--- src/design/uer_pkg.sv ---
// Shared types, constants and the control store of the ultrasonic echo ranger.
package uer_pkg;

  localparam int SAMPLES_DEF = 3;

  localparam int DIST_W     = 15;
  localparam int STATUS_W   = 2;
  localparam int TICK_W     = 24;
  localparam int TRIG_W     = 16;
  localparam int TPC_W      = 8;
  localparam int GAP_W      = 20;
  localparam int ECHO_W     = 16;
  localparam int CFG_IDX_W  = 3;
  localparam int CFG_DATA_W = 24;
  localparam int PC_W       = 5;

  // cm = count * 34 / 100, as count * (34 * ceil(2^29 / 100)) >> 29; exact for 16-bit counts
  localparam int               CM_MUL_W = 28;
  localparam logic [CM_MUL_W-1:0] CM_MUL = 28'd182536140;
  localparam int               CM_SHIFT = 29;
  localparam int               PROD_W   = ECHO_W + CM_MUL_W;

  localparam logic [TRIG_W-1:0] TRIG_RST    = 16'd40;
  localparam logic [TPC_W-1:0]  TPC_RST     = 8'd20;
  localparam logic [TICK_W-1:0] TIMEOUT_RST = 24'd1000000;
  localparam logic [GAP_W-1:0]  GAP_RST     = 20'd10000;
  localparam logic [DIST_W-1:0] MIN_RST     = 15'd2;
  localparam logic [DIST_W-1:0] MAX_RST     = 15'd490;

  typedef enum logic [CFG_IDX_W-1:0] {
    CFG_TRIG_TICKS      = 3'd0,
    CFG_TICKS_PER_COUNT = 3'd1,
    CFG_TIMEOUT_TICKS   = 3'd2,
    CFG_GAP_TICKS       = 3'd3,
    CFG_MIN_DISTANCE    = 3'd4,
    CFG_MAX_DISTANCE    = 3'd5
  } cfg_reg_e;

  typedef enum logic [STATUS_W-1:0] {
    STAT_OK       = 2'd0,
    STAT_NO_ECHO  = 2'd1,
    STAT_STUCK    = 2'd2,
    STAT_NO_VALID = 2'd3
  } status_e;

  typedef enum logic [1:0] {
    TICK_HOLD,
    TICK_CLR,
    TICK_INC
  } tick_op_e;

  typedef enum logic [1:0] {
    DIV_IDLE,
    DIV_LOAD,
    DIV_STEP
  } div_op_e;

  typedef enum logic [3:0] {
    C_NEVER,
    C_ALWAYS,
    C_CMD,
    C_ECHO,
    C_NO_ECHO,
    C_TRIG_END,
    C_TIMEOUT,
    C_GAP_ZERO,
    C_GAP_END,
    C_LAST_ROUND,
    C_NO_VALID,
    C_DIV_MORE
  } cond_e;

  typedef struct packed {
    logic [TRIG_W-1:0] trig_ticks;
    logic [TPC_W-1:0]  ticks_per_count;
    logic [TICK_W-1:0] timeout_ticks;
    logic [GAP_W-1:0]  gap_ticks;
    logic [DIST_W-1:0] min_distance;
    logic [DIST_W-1:0] max_distance;
  } cfg_t;

  typedef struct packed {
    logic            fetch;
    logic            emit;
    logic            out_trig;
    logic            out_busy;
    logic            out_done;
    status_e         out_status;
    logic            out_dist;
    tick_op_e        tick_op;
    logic            run_clr;
    logic            meas_clr;
    logic            pre_tick;
    logic            mul_load;
    logic            acc_sample;
    logic            round_inc;
    div_op_e         div_op;
    cond_e           cond;
    logic [PC_W-1:0] target;
  } ctrl_word_t;

  typedef struct packed {
    logic cmd;
    logic echo;
    logic trig_end;
    logic timeout;
    logic gap_zero;
    logic gap_end;
    logic last_round;
    logic no_valid;
    logic div_more;
    logic hold;
  } flags_t;

  localparam logic [PC_W-1:0] S_IDLE_F     = 5'd0;
  localparam logic [PC_W-1:0] S_IDLE       = 5'd1;
  localparam logic [PC_W-1:0] S_IDLE_OUT   = 5'd2;
  localparam logic [PC_W-1:0] S_START      = 5'd3;
  localparam logic [PC_W-1:0] S_TRIG       = 5'd4;
  localparam logic [PC_W-1:0] S_TRIG_OUT   = 5'd5;
  localparam logic [PC_W-1:0] S_TRIG_F     = 5'd6;
  localparam logic [PC_W-1:0] S_TRIG_LAST  = 5'd7;
  localparam logic [PC_W-1:0] S_RISE_F     = 5'd8;
  localparam logic [PC_W-1:0] S_RISE       = 5'd9;
  localparam logic [PC_W-1:0] S_RISE_WAIT  = 5'd10;
  localparam logic [PC_W-1:0] S_RISE_OUT   = 5'd11;
  localparam logic [PC_W-1:0] S_MEAS_START = 5'd12;
  localparam logic [PC_W-1:0] S_MEAS_F     = 5'd13;
  localparam logic [PC_W-1:0] S_MEAS       = 5'd14;
  localparam logic [PC_W-1:0] S_MEAS_HIGH  = 5'd15;
  localparam logic [PC_W-1:0] S_MEAS_OUT   = 5'd16;
  localparam logic [PC_W-1:0] S_CONV       = 5'd17;
  localparam logic [PC_W-1:0] S_ACC        = 5'd18;
  localparam logic [PC_W-1:0] S_ACC_OUT    = 5'd19;
  localparam logic [PC_W-1:0] S_GAP_F      = 5'd20;
  localparam logic [PC_W-1:0] S_GAP        = 5'd21;
  localparam logic [PC_W-1:0] S_GAP_OUT    = 5'd22;
  localparam logic [PC_W-1:0] S_ROUND_END  = 5'd23;
  localparam logic [PC_W-1:0] S_ROUND_OUT  = 5'd24;
  localparam logic [PC_W-1:0] S_FINAL      = 5'd25;
  localparam logic [PC_W-1:0] S_DIV_LOAD   = 5'd26;
  localparam logic [PC_W-1:0] S_DIV_STEP   = 5'd27;
  localparam logic [PC_W-1:0] S_DONE_OK    = 5'd28;
  localparam logic [PC_W-1:0] S_ERR_RISE   = 5'd29;
  localparam logic [PC_W-1:0] S_ERR_STUCK  = 5'd30;
  localparam logic [PC_W-1:0] S_ERR_NONE   = 5'd31;

  // Control store: one word per step; jump taken when cond holds, else fall through.
  function automatic ctrl_word_t ucode(input logic [PC_W-1:0] pc);
    ctrl_word_t cw;
    cw = ctrl_word_t'(0);
    case (pc)
      S_IDLE_F: begin
        cw.fetch = 1'b1;
      end
      S_IDLE: begin
        cw.cond   = C_CMD;
        cw.target = S_START;
      end
      S_IDLE_OUT: begin
        cw.emit   = 1'b1;
        cw.cond   = C_ALWAYS;
        cw.target = S_IDLE_F;
      end
      S_START: begin
        cw.tick_op  = TICK_CLR;
        cw.run_clr  = 1'b1;
        cw.meas_clr = 1'b1;
      end
      S_TRIG: begin
        cw.tick_op = TICK_INC;
        cw.cond    = C_TRIG_END;
        cw.target  = S_TRIG_LAST;
      end
      S_TRIG_OUT: begin
        cw.emit     = 1'b1;
        cw.out_trig = 1'b1;
        cw.out_busy = 1'b1;
      end
      S_TRIG_F: begin
        cw.fetch  = 1'b1;
        cw.cond   = C_ALWAYS;
        cw.target = S_TRIG;
      end
      S_TRIG_LAST: begin
        cw.tick_op  = TICK_CLR;
        cw.emit     = 1'b1;
        cw.out_trig = 1'b1;
        cw.out_busy = 1'b1;
      end
      S_RISE_F: begin
        cw.fetch = 1'b1;
      end
      S_RISE: begin
        cw.cond   = C_ECHO;
        cw.target = S_MEAS_START;
      end
      S_RISE_WAIT: begin
        cw.tick_op = TICK_INC;
        cw.cond    = C_TIMEOUT;
        cw.target  = S_ERR_RISE;
      end
      S_RISE_OUT: begin
        cw.emit     = 1'b1;
        cw.out_busy = 1'b1;
        cw.cond     = C_ALWAYS;
        cw.target   = S_RISE_F;
      end
      S_MEAS_START: begin
        cw.tick_op  = TICK_CLR;
        cw.meas_clr = 1'b1;
        cw.emit     = 1'b1;
        cw.out_busy = 1'b1;
      end
      S_MEAS_F: begin
        cw.fetch = 1'b1;
      end
      S_MEAS: begin
        cw.cond   = C_NO_ECHO;
        cw.target = S_CONV;
      end
      S_MEAS_HIGH: begin
        cw.tick_op  = TICK_INC;
        cw.pre_tick = 1'b1;
        cw.cond     = C_TIMEOUT;
        cw.target   = S_ERR_STUCK;
      end
      S_MEAS_OUT: begin
        cw.emit     = 1'b1;
        cw.out_busy = 1'b1;
        cw.cond     = C_ALWAYS;
        cw.target   = S_MEAS_F;
      end
      S_CONV: begin
        cw.tick_op  = TICK_CLR;
        cw.mul_load = 1'b1;
      end
      S_ACC: begin
        cw.acc_sample = 1'b1;
        cw.cond       = C_GAP_ZERO;
        cw.target     = S_ROUND_END;
      end
      S_ACC_OUT: begin
        cw.emit     = 1'b1;
        cw.out_busy = 1'b1;
      end
      S_GAP_F: begin
        cw.fetch = 1'b1;
      end
      S_GAP: begin
        cw.tick_op = TICK_INC;
        cw.cond    = C_GAP_END;
        cw.target  = S_ROUND_END;
      end
      S_GAP_OUT: begin
        cw.emit     = 1'b1;
        cw.out_busy = 1'b1;
        cw.cond     = C_ALWAYS;
        cw.target   = S_GAP_F;
      end
      S_ROUND_END: begin
        cw.tick_op   = TICK_CLR;
        cw.round_inc = 1'b1;
        cw.cond      = C_LAST_ROUND;
        cw.target    = S_FINAL;
      end
      S_ROUND_OUT: begin
        cw.emit     = 1'b1;
        cw.out_busy = 1'b1;
        cw.cond     = C_ALWAYS;
        cw.target   = S_TRIG_F;
      end
      S_FINAL: begin
        cw.cond   = C_NO_VALID;
        cw.target = S_ERR_NONE;
      end
      S_DIV_LOAD: begin
        cw.div_op = DIV_LOAD;
      end
      S_DIV_STEP: begin
        cw.div_op = DIV_STEP;
        cw.cond   = C_DIV_MORE;
        cw.target = S_DIV_STEP;
      end
      S_DONE_OK: begin
        cw.emit       = 1'b1;
        cw.out_done   = 1'b1;
        cw.out_status = STAT_OK;
        cw.out_dist   = 1'b1;
        cw.cond       = C_ALWAYS;
        cw.target     = S_IDLE_F;
      end
      S_ERR_RISE: begin
        cw.emit       = 1'b1;
        cw.out_done   = 1'b1;
        cw.out_status = STAT_NO_ECHO;
        cw.cond       = C_ALWAYS;
        cw.target     = S_IDLE_F;
      end
      S_ERR_STUCK: begin
        cw.emit       = 1'b1;
        cw.out_done   = 1'b1;
        cw.out_status = STAT_STUCK;
        cw.cond       = C_ALWAYS;
        cw.target     = S_IDLE_F;
      end
      S_ERR_NONE: begin
        cw.emit       = 1'b1;
        cw.out_done   = 1'b1;
        cw.out_status = STAT_NO_VALID;
        cw.cond       = C_ALWAYS;
        cw.target     = S_IDLE_F;
      end
      default: begin
        cw.cond   = C_ALWAYS;
        cw.target = S_IDLE_F;
      end
    endcase
    return cw;
  endfunction

endpackage

--- src/design/uer_if.sv ---
// Channel interfaces: tick input, result output and register write port.
interface uer_tick_if;
  logic valid;
  logic ready;
  logic cmd;
  logic echo;
  modport source (output valid, cmd, echo, input ready);
  modport sink   (input valid, cmd, echo, output ready);
endinterface

interface uer_result_if;
  logic                         valid;
  logic                         ready;
  logic                         trigger;
  logic                         busy_res;
  logic                         done_res;
  logic [uer_pkg::DIST_W-1:0]   distance;
  logic [uer_pkg::STATUS_W-1:0] status;
  modport source (output valid, trigger, busy_res, done_res, distance, status, input ready);
  modport sink   (input valid, trigger, busy_res, done_res, distance, status, output ready);
endinterface

interface uer_cfg_if;
  logic                           valid;
  logic                           ready;
  logic [uer_pkg::CFG_IDX_W-1:0]  index;
  logic [uer_pkg::CFG_DATA_W-1:0] data;
  modport source (output valid, index, data, input ready);
  modport sink   (input valid, index, data, output ready);
endinterface

--- src/design/uer_cfg_regs.sv ---
// Configuration register file with write port.
module uer_cfg_regs (
  input  logic          clk,
  input  logic          rst,
  uer_cfg_if.sink       cfg,
  output uer_pkg::cfg_t regs
);

  assign cfg.ready = !rst;

  always_ff @(posedge clk) begin
    if (rst) begin
      regs.trig_ticks      <= uer_pkg::TRIG_RST;
      regs.ticks_per_count <= uer_pkg::TPC_RST;
      regs.timeout_ticks   <= uer_pkg::TIMEOUT_RST;
      regs.gap_ticks       <= uer_pkg::GAP_RST;
      regs.min_distance    <= uer_pkg::MIN_RST;
      regs.max_distance    <= uer_pkg::MAX_RST;
    end else if (cfg.valid) begin
      unique case (cfg.index)
        uer_pkg::CFG_TRIG_TICKS:      regs.trig_ticks      <= cfg.data[uer_pkg::TRIG_W-1:0];
        uer_pkg::CFG_TICKS_PER_COUNT: regs.ticks_per_count <= cfg.data[uer_pkg::TPC_W-1:0];
        uer_pkg::CFG_TIMEOUT_TICKS:   regs.timeout_ticks   <= cfg.data[uer_pkg::TICK_W-1:0];
        uer_pkg::CFG_GAP_TICKS:       regs.gap_ticks       <= cfg.data[uer_pkg::GAP_W-1:0];
        uer_pkg::CFG_MIN_DISTANCE:    regs.min_distance    <= cfg.data[uer_pkg::DIST_W-1:0];
        uer_pkg::CFG_MAX_DISTANCE:    regs.max_distance    <= cfg.data[uer_pkg::DIST_W-1:0];
        default: ;
      endcase
    end
  end

endmodule

--- src/design/uer_seq.sv ---
// Microprogram sequencer: step counter, control store and jump logic.
module uer_seq (
  input  logic                clk,
  input  logic                rst,
  input  uer_pkg::flags_t     flags,
  output uer_pkg::ctrl_word_t cw
);

  logic [uer_pkg::PC_W-1:0] pc;
  logic [uer_pkg::PC_W-1:0] pc_next;
  logic                     jump;

  assign cw = uer_pkg::ucode(pc);

  always_comb begin
    case (cw.cond)
      uer_pkg::C_NEVER:      jump = 1'b0;
      uer_pkg::C_ALWAYS:     jump = 1'b1;
      uer_pkg::C_CMD:        jump = flags.cmd;
      uer_pkg::C_ECHO:       jump = flags.echo;
      uer_pkg::C_NO_ECHO:    jump = !flags.echo;
      uer_pkg::C_TRIG_END:   jump = flags.trig_end;
      uer_pkg::C_TIMEOUT:    jump = flags.timeout;
      uer_pkg::C_GAP_ZERO:   jump = flags.gap_zero;
      uer_pkg::C_GAP_END:    jump = flags.gap_end;
      uer_pkg::C_LAST_ROUND: jump = flags.last_round;
      uer_pkg::C_NO_VALID:   jump = flags.no_valid;
      uer_pkg::C_DIV_MORE:   jump = flags.div_more;
      default:               jump = 1'b0;
    endcase
  end

  always_comb begin
    if (flags.hold) begin
      pc_next = pc;
    end else if (jump) begin
      pc_next = cw.target;
    end else begin
      pc_next = pc + uer_pkg::PC_W'(1);
    end
  end

  always_ff @(posedge clk) begin
    if (rst) begin
      pc <= uer_pkg::S_IDLE_F;
    end else begin
      pc <= pc_next;
    end
  end

endmodule

--- src/design/uer_divider.sv ---
// Restoring divider, one quotient bit per step, for the final average.
module uer_divider #(
  parameter int NUM_W = 17,
  parameter int DEN_W = 2
) (
  input  logic               clk,
  input  uer_pkg::div_op_e   op,
  input  logic [NUM_W-1:0]   num,
  input  logic [DEN_W-1:0]   den,
  output logic [NUM_W-1:0]   quo,
  output logic               more
);

  localparam int CNT_W = $clog2(NUM_W + 1);

  logic [DEN_W-1:0] rem;
  logic [CNT_W-1:0] cnt;
  logic [DEN_W:0]   rem_sh;
  logic [DEN_W:0]   den_x;
  logic             ge;

  assign rem_sh = {rem, quo[NUM_W-1]};
  assign den_x  = {1'b0, den};
  assign ge     = rem_sh >= den_x;
  assign more   = cnt != CNT_W'(1);

  always_ff @(posedge clk) begin
    case (op)
      uer_pkg::DIV_LOAD: begin
        rem <= '0;
        quo <= num;
        cnt <= CNT_W'(NUM_W);
      end
      uer_pkg::DIV_STEP: begin
        rem <= ge ? DEN_W'(rem_sh - den_x) : DEN_W'(rem_sh);
        quo <= {quo[NUM_W-2:0], ge};
        cnt <= cnt - CNT_W'(1);
      end
      default: ;
    endcase
  end

endmodule

--- src/design/uer_datapath.sv ---
// Datapath: counters, range conversion, accumulator, handshakes and result register.
module uer_datapath #(
  parameter int SAMPLES = uer_pkg::SAMPLES_DEF,
  parameter int SUM_W   = uer_pkg::DIST_W + $clog2(SAMPLES),
  parameter int RW      = $clog2(SAMPLES + 1)
) (
  input  logic                clk,
  input  logic                rst,
  input  uer_pkg::cfg_t       regs,
  input  uer_pkg::ctrl_word_t cw,
  input  logic [SUM_W-1:0]    quo,
  input  logic                div_more,
  output uer_pkg::flags_t     flags,
  output logic [SUM_W-1:0]    sum,
  output logic [RW-1:0]       valid_cnt,
  uer_tick_if.sink            tick,
  uer_result_if.source        result
);

  localparam logic [RW:0] SAMPLES_V = (RW + 1)'(SAMPLES);

  logic                          cmd_q;
  logic                          echo_q;
  logic [uer_pkg::TICK_W-1:0]    tick_cnt;
  logic [uer_pkg::TPC_W-1:0]     pre_cnt;
  logic [uer_pkg::ECHO_W-1:0]    echo_cnt;
  logic [RW-1:0]                 round_idx;
  logic [uer_pkg::PROD_W-1:0]    prod;

  logic                          out_valid;
  logic                          out_trig;
  logic                          out_busy;
  logic                          out_done;
  logic [uer_pkg::DIST_W-1:0]    out_dist;
  uer_pkg::status_e              out_status;

  logic [uer_pkg::TICK_W:0]      tick_inc;
  logic [uer_pkg::TPC_W:0]       pre_inc;
  logic [RW:0]                   round_nx;
  logic [uer_pkg::DIST_W-1:0]    cm;
  logic                          in_range;
  logic                          fire;

  assign tick.ready = cw.fetch && !rst;

  assign tick_inc = {1'b0, tick_cnt} + (uer_pkg::TICK_W + 1)'(1);
  assign pre_inc  = {1'b0, pre_cnt} + (uer_pkg::TPC_W + 1)'(1);
  assign round_nx = {1'b0, round_idx} + (RW + 1)'(1);
  assign cm       = prod[uer_pkg::CM_SHIFT +: uer_pkg::DIST_W];
  assign in_range = (cm > regs.min_distance) && (cm <= regs.max_distance);

  always_comb begin
    flags.cmd        = cmd_q;
    flags.echo       = echo_q;
    flags.trig_end   = tick_inc >= (uer_pkg::TICK_W + 1)'(regs.trig_ticks);
    flags.timeout    = tick_inc > {1'b0, regs.timeout_ticks};
    flags.gap_zero   = regs.gap_ticks == '0;
    flags.gap_end    = tick_inc >= (uer_pkg::TICK_W + 1)'(regs.gap_ticks);
    flags.last_round = round_nx >= SAMPLES_V;
    flags.no_valid   = valid_cnt == '0;
    flags.div_more   = div_more;
    flags.hold       = (cw.fetch && !tick.valid) || (cw.emit && out_valid && !result.ready);
  end

  assign fire = !flags.hold;

  always_ff @(posedge clk) begin
    if (tick.valid && tick.ready) begin
      cmd_q  <= tick.cmd;
      echo_q <= tick.echo;
    end
  end

  always_ff @(posedge clk) begin
    if (fire) begin
      case (cw.tick_op)
        uer_pkg::TICK_CLR: tick_cnt <= '0;
        uer_pkg::TICK_INC: tick_cnt <= tick_inc[uer_pkg::TICK_W-1:0];
        default: ;
      endcase
      if (cw.meas_clr) begin
        pre_cnt  <= '0;
        echo_cnt <= '0;
      end else if (cw.pre_tick) begin
        if (pre_inc >= {1'b0, regs.ticks_per_count}) begin
          pre_cnt <= '0;
          if (echo_cnt != '1) begin
            echo_cnt <= echo_cnt + uer_pkg::ECHO_W'(1);
          end
        end else begin
          pre_cnt <= pre_inc[uer_pkg::TPC_W-1:0];
        end
      end
      if (cw.run_clr) begin
        round_idx <= '0;
        sum       <= '0;
        valid_cnt <= '0;
      end else begin
        if (cw.round_inc) begin
          round_idx <= round_nx[RW-1:0];
        end
        if (cw.acc_sample && in_range) begin
          sum       <= sum + SUM_W'(cm);
          valid_cnt <= valid_cnt + RW'(1);
        end
      end
      if (cw.mul_load) begin
        prod <= echo_cnt * uer_pkg::CM_MUL;
      end
    end
  end

  // result register: a new result may load as the previous one drains
  always_ff @(posedge clk) begin
    if (rst) begin
      out_valid <= 1'b0;
    end else if (fire && cw.emit) begin
      out_valid <= 1'b1;
    end else if (result.ready) begin
      out_valid <= 1'b0;
    end
  end

  always_ff @(posedge clk) begin
    if (fire && cw.emit) begin
      out_trig   <= cw.out_trig;
      out_busy   <= cw.out_busy;
      out_done   <= cw.out_done;
      out_status <= cw.out_status;
      out_dist   <= cw.out_dist ? quo[uer_pkg::DIST_W-1:0] : '0;
    end
  end

  assign result.valid    = out_valid;
  assign result.trigger  = out_trig;
  assign result.busy_res = out_busy;
  assign result.done_res = out_done;
  assign result.distance = out_dist;
  assign result.status   = out_status;

endmodule

--- src/design/ultrasonic_echo_ranger.sv ---
// Top level of the ultrasonic echo ranger.
//
//   channel  modport  transaction
//   -------  -------  ---------------------------------------------------
//   tick     sink     cmd, echo: one sensor tick per transaction
//   result   source   trigger, busy_res, done_res, distance, status
//   cfg      sink     index, data: one register write per transaction
//
// Each tick runs through a short microprogram at one control word per cycle while
// neither a tick fetch nor a result output stalls. The final tick adds the divide
// load and SUM_W restoring steps (17 at SAMPLES = 3).
// rst is synchronous; tick and cfg are not ready while it is high.
// A stalled result holds the sequencer only at its next output step.
module ultrasonic_echo_ranger #(
  parameter int SAMPLES = uer_pkg::SAMPLES_DEF
) (
  input  logic         clk,
  input  logic         rst,
  uer_tick_if.sink     tick,
  uer_result_if.source result,
  uer_cfg_if.sink      cfg
);

  localparam int SUM_W = uer_pkg::DIST_W + $clog2(SAMPLES);
  localparam int RW    = $clog2(SAMPLES + 1);

  uer_pkg::cfg_t       regs;
  uer_pkg::ctrl_word_t cw;
  uer_pkg::flags_t     flags;
  logic [SUM_W-1:0]    sum;
  logic [RW-1:0]       valid_cnt;
  logic [SUM_W-1:0]    quo;
  logic                div_more;

  uer_cfg_regs u_cfg (
    .clk  (clk),
    .rst  (rst),
    .cfg  (cfg),
    .regs (regs)
  );

  uer_seq u_seq (
    .clk   (clk),
    .rst   (rst),
    .flags (flags),
    .cw    (cw)
  );

  uer_divider #(
    .NUM_W (SUM_W),
    .DEN_W (RW)
  ) u_div (
    .clk  (clk),
    .op   (cw.div_op),
    .num  (sum),
    .den  (valid_cnt),
    .quo  (quo),
    .more (div_more)
  );

  uer_datapath #(
    .SAMPLES (SAMPLES),
    .SUM_W   (SUM_W),
    .RW      (RW)
  ) u_dp (
    .clk       (clk),
    .rst       (rst),
    .regs      (regs),
    .cw        (cw),
    .quo       (quo),
    .div_more  (div_more),
    .flags     (flags),
    .sum       (sum),
    .valid_cnt (valid_cnt),
    .tick      (tick),
    .result    (result)
  );

endmodule

--- src/flat_wrapper.sv ---
// flat-port wrapper written by rule: the top's interface ports become plain ports
module ultrasonic_echo_ranger_flat 
#(
  parameter int SAMPLES = uer_pkg::SAMPLES_DEF
)
  (clk, rst, tick_valid, tick_cmd, tick_echo, tick_ready, result_valid, result_trigger, result_busy_res, result_done_res, result_distance, result_status, result_ready, cfg_valid, cfg_index, cfg_data, cfg_ready);
  uer_tick_if tick_i ();
  uer_result_if result_i ();
  uer_cfg_if cfg_i ();
  input  logic clk;
  input  logic rst;
  input wire logic [$bits(tick_i.valid)-1:0] tick_valid;
  input wire logic [$bits(tick_i.cmd)-1:0] tick_cmd;
  input wire logic [$bits(tick_i.echo)-1:0] tick_echo;
  output wire logic [$bits(tick_i.ready)-1:0] tick_ready;
  output wire logic [$bits(result_i.valid)-1:0] result_valid;
  output wire logic [$bits(result_i.trigger)-1:0] result_trigger;
  output wire logic [$bits(result_i.busy_res)-1:0] result_busy_res;
  output wire logic [$bits(result_i.done_res)-1:0] result_done_res;
  output wire logic [$bits(result_i.distance)-1:0] result_distance;
  output wire logic [$bits(result_i.status)-1:0] result_status;
  input wire logic [$bits(result_i.ready)-1:0] result_ready;
  input wire logic [$bits(cfg_i.valid)-1:0] cfg_valid;
  input wire logic [$bits(cfg_i.index)-1:0] cfg_index;
  input wire logic [$bits(cfg_i.data)-1:0] cfg_data;
  output wire logic [$bits(cfg_i.ready)-1:0] cfg_ready;
  assign tick_i.valid = tick_valid;
  assign tick_i.cmd = tick_cmd;
  assign tick_i.echo = tick_echo;
  assign tick_ready = tick_i.ready;
  assign result_valid = result_i.valid;
  assign result_trigger = result_i.trigger;
  assign result_busy_res = result_i.busy_res;
  assign result_done_res = result_i.done_res;
  assign result_distance = result_i.distance;
  assign result_status = result_i.status;
  assign result_i.ready = result_ready;
  assign cfg_i.valid = cfg_valid;
  assign cfg_i.index = cfg_index;
  assign cfg_i.data = cfg_data;
  assign cfg_ready = cfg_i.ready;
  ultrasonic_echo_ranger #(.SAMPLES(SAMPLES)) u_core (.clk(clk), .rst(rst), .tick(tick_i), .result(result_i), .cfg(cfg_i));
endmodule
--- config.mk ---
export PLATFORM = sky130hd
export DESIGN_NAME = ultrasonic_echo_ranger_flat
export DESIGN_NICKNAME = d
export VERILOG_FILES = /design/src/design/uer_pkg.sv /design/src/design/uer_if.sv /design/src/design/uer_cfg_regs.sv /design/src/design/uer_seq.sv /design/src/design/uer_divider.sv /design/src/design/uer_datapath.sv /design/src/design/ultrasonic_echo_ranger.sv /design/src/flat_wrapper.sv
export SDC_FILE = /design/constraint.sdc
export NUM_CORES = 1
export LEC_CHECK = 0
export BUFFER_PORTS_ARGS = -buffer_cell sky130_fd_sc_hd__buf_2
export CAP_MARGIN = 40
export CORE_ASPECT_RATIO = 0.75
export CORE_MARGIN = 2
export CORE_UTILIZATION = 59
export CTS_CLUSTER_SIZE = 10
export DETAILED_ROUTE_END_ITERATION = 10
export PLACE_DENSITY = 0.74
export SKIP_LAST_GASP = 1
export SLEW_MARGIN = 25
export SYNTH_ARGS = -nofsm -noshare
export SYNTH_HDL_FRONTEND = slang
export SYNTH_SLANG_ARGS = --single-unit
export TNS_END_PERCENT = 10
--- constraint.sdc ---
create_clock -name clk -period 14.2 [get_ports clk]
set_clock_uncertainty 0.15 [all_clocks]
set_input_delay 1.42 -clock clk [delete_from_list [all_inputs] [get_ports clk]]
set_output_delay 1.42 -clock clk [all_outputs]
set_load 0.1 [all_outputs]
==> results.toml <==
[run_status]
status = "completed"

[route]
routed_via_density = 5.74
wire_per_inst_um = 19.0
drtPass1Iterations = 6
ant_nets = 0
drtIter0Drc = 1214
post-route-drc-count = 0
routed_wl_mm = 49.1
num_vias = 14878

[floorplanning]
die_height_um = 162
initial_utilization_pct = 60.3
die_width_um = 215
die_area_sq_um = 34800
rows = 57
io_pins = 57
core_sq_um = 32600

[synthesis]
ys_ff_latch = 234
synth_fp_nets = 2545
ys_top_cells_by_area = "edfxtp_1 (20%), ha_1 (19%), fa_1 (13%)"
synth_top_cell_area_share_pct = 19.9
async_reset_ff_share_pct = 0
synth_seq_area_share_pct = 30.5
synthFlopType = "edfxtp_1"
synth_top_area_cell = "edfxtp_1"
netlist_area_sq_um = 19600
synth_area_per_cell_sq_um = 9.44
synth_edf_count = 130
yosysWarnings = 0
syn_inst = 2080
synth.distinct_cells = 74

[global_route]
grt_overflow = 0
grt_pass1_wl_mm = 78.9
grt_usage_pct = 28.8
antenna_found_initial = 0
grt_pass1_vias = 14691
grt_max_degree = 84

[critical_path]
worstPathMaxFanout = 8
arrival_ns = 6.84
path_class = "flop to flop"
cpPeakStageDelay_ns = 0.76
crit_slowest_cell = "fa_1"
cp-end-kind = "flop"
cp-start-kind = "flop"
required_ns = 14.35
path_cells = "fa_1 -> inv_1 -> fa_1 -> fa_1 -> inv_1 -> fa_1 -> fa_1 -> inv_1 -> fa_1 -> inv_1 -> ha_1 -> a21oi_1 -> nor2_1 -> nor3_1 -> nand2b_1 -> o211ai_1 -> a21o_1 -> o211ai_1 -> a2111o_1 -> o211a_1"
crit_top_cell = "fa_1"

[sta]
setup_violations = 0
fin_crit_ns = 6.69
relSlewSlack_pct = 47.6
hold_viol_final = 0
finalSetupTns_ns = 0
period_share_pct = 47.1
clock.fmax_mhz = 150
tightest_slew_ns = 0.784
maxSlewViolCount = 0
rsz0062_at_grt = "no"

[clock_tree]
cts_sinks = 234
cts_buffer_depth = 3
clk_latency_ns = 0.56
cts_made_buffers = 28
cts_hold_buf = 0
cts_tree = "done"
htree_num_levels = 1
cts_setup_buffers = 0
clock-root-buffer = "clkbuf_16"
cts-resized-gates = 0
clk_pin_slew_ns = 0.06

[cells_and_area]
num-fill-cells = 2654
finalNetCount = 2593
final_cell_mix = "inv_1 (336), ha_1 (303), nand2_1 (242)"
multi_input_area_sq_um = 12200
final_common_cell = "inv_1"
final_cells = 2591
seqCellArea_sq_um = 5990
syn_to_final_growth_pct = 8.36
drive_above_1_share_pct = 6.98

[power_and_ir_drop]
p_leak_nw = 9.41
p_seq_share_pct = 28.5
power_w = 0.00287
swShare_pct = 40.6
combPwrFrac_pct = 48.1
clkPwrFrac_pct = 23.4
netSwitchingPower_w = 0.00117
p_per_area_nw_per_um2 = 135
ir_drop_mv = 0.0941
p_int_w = 0.00170

[placed_design]
dp_hpwl_mm = 39.1
dpl.cell_count = 2537
portBuffers = 56
gp_congestion = 0.952

[worst_hold_path]
hp-class = "flop to flop"

[run]
cap_violations = 0
routing by layer:
layer  GRT usage, %  share of wire (%)  wire, um
met1           43.4                 48     23500
met2           43.7                 43     20900
met3           5.52                8.1      3980
met4           5.43                1.5       752
met5              0                  0         0
final cells by class:
class	count	share of cell area, %
multi-input combinational	1451	57.1
sequential	234	28.1
inverter	337	5.94
clock buffer	48	3.89
tap	442	2.60
timing repair buffer	76	2.22
clock inverter	2	0.0647
antenna	1	0.0118
cells in the mapped netlist (all sizes together), types with 17 or more instances:
cell type	instances
nor3	24
edfxtp	130
nand3	54
nand4	29
clkbuf	46
xnor2	38
mux2	17
o21ai	48
nor2b	34
nor2	90
xor2	30
dfxtp	104
nand2	242
and2	48
and3	21
inv	336
ha	303
fa	128
o211ai	36
a21oi	137
a21o	23
cell families after synthesis:
| kind of cell | count (synthesis) | share of synthesized area (%) |
|---|---|---|
| simple gates | 600 | 14.7 |
| fa+ha+maj | 431 | 32.3 |
| buf+inv | 395 | 7.68 |
| compound gates | 334 | 10.8 |
| flops | 234 | 30.5 |
| xor+xnor | 68 | 3.03 |
| mux | 18 | 1.06 |
stage by stage:
step | setup slack (ns) | hold WS, ns | util (%) | area [sq um]
2_1_floorplan | 8.09 | 0.286 | - | 19600
3_3_place_gp | 7.62 | 0.293 | 62.4 | 20300
3_5_place_dp | 7.53 | 0.297 | 62.6 | 20400
4_1_cts | 7.51 | 0.304 | 65.2 | 21200
5_1_grt | 7.13 | 0.326 | 65.3 | 21300
6_report | 7.51 | 0.305 | 65.3 | 21300
state kept, by name, indices dropped and copies added, names as in the netlist:
name                         count
u_core.u_cfg.regs               98
u_core.u_dp.tick_cnt            24
u_core.u_div.quo                17
u_core.u_dp.sum                 17
u_core.u_dp.echo_cnt            16
u_core.u_dp.prod                15
u_core.u_dp.result.distance     15
u_core.u_dp.pre_cnt              8
u_core.u_div.cnt                 5
u_core.u_seq.pc                  5
u_core.u_div.rem                 2
u_core.u_dp.result.status        2
u_core.u_dp.round_idx            2
u_core.u_dp.valid_cnt            2
u_core.u_dp.cmd_q                1
u_core.u_dp.echo_q               1
u_core.u_dp.result.busy_res      1
u_core.u_dp.result.done_res      1
u_core.u_dp.result.trigger       1
u_core.u_dp.result.valid         1
final timing paths:
path | depth (start not counted) | slack [ns] | endpoint | start
worst max register to register | 20 | 7.51 | u_core.u_dp.prod[43]$_DFFE_PP_ | u_core.u_dp.echo_cnt[13]$_SDFFCE_PP0P_
worst min register to register | 2 | 0.31 | u_core.u_cfg.regs[53]$_SDFFE_PP0P_ | u_core.u_cfg.regs[53]$_SDFFE_PP0P_
worst max-delay path | 20 | 7.51 | u_core.u_dp.prod[43]$_DFFE_PP_ | u_core.u_dp.echo_cnt[13]$_SDFFCE_PP0P_
worst min-delay path | 2 | 0.31 | u_core.u_cfg.regs[53]$_SDFFE_PP0P_ | u_core.u_cfg.regs[53]$_SDFFE_PP0P_
power by group through the flow:
stage	sequential, W	clock, W	combinational (W)
2_1_floorplan	0.000914	0	0.000949
3_3_place_gp	0.000831	0	0.00132
3_5_place_dp	0.000832	0	0.00136
4_1_cts	0.000818	0.000681	0.00138
5_1_grt	0.000822	0.000709	0.00156
6_report	0.000818	0.000671	0.00138
critical path: cells and delay by family, from the launching register on:
kind / cells / cell delay (ns)
fa+ha+maj: 7 / 3.57
compound gates: 6 / 1.34
flops: 1 / 0.56
simple gates: 3 / 0.56
buf+inv: 4 / 0.25
(Power assumes the default switching activity.)
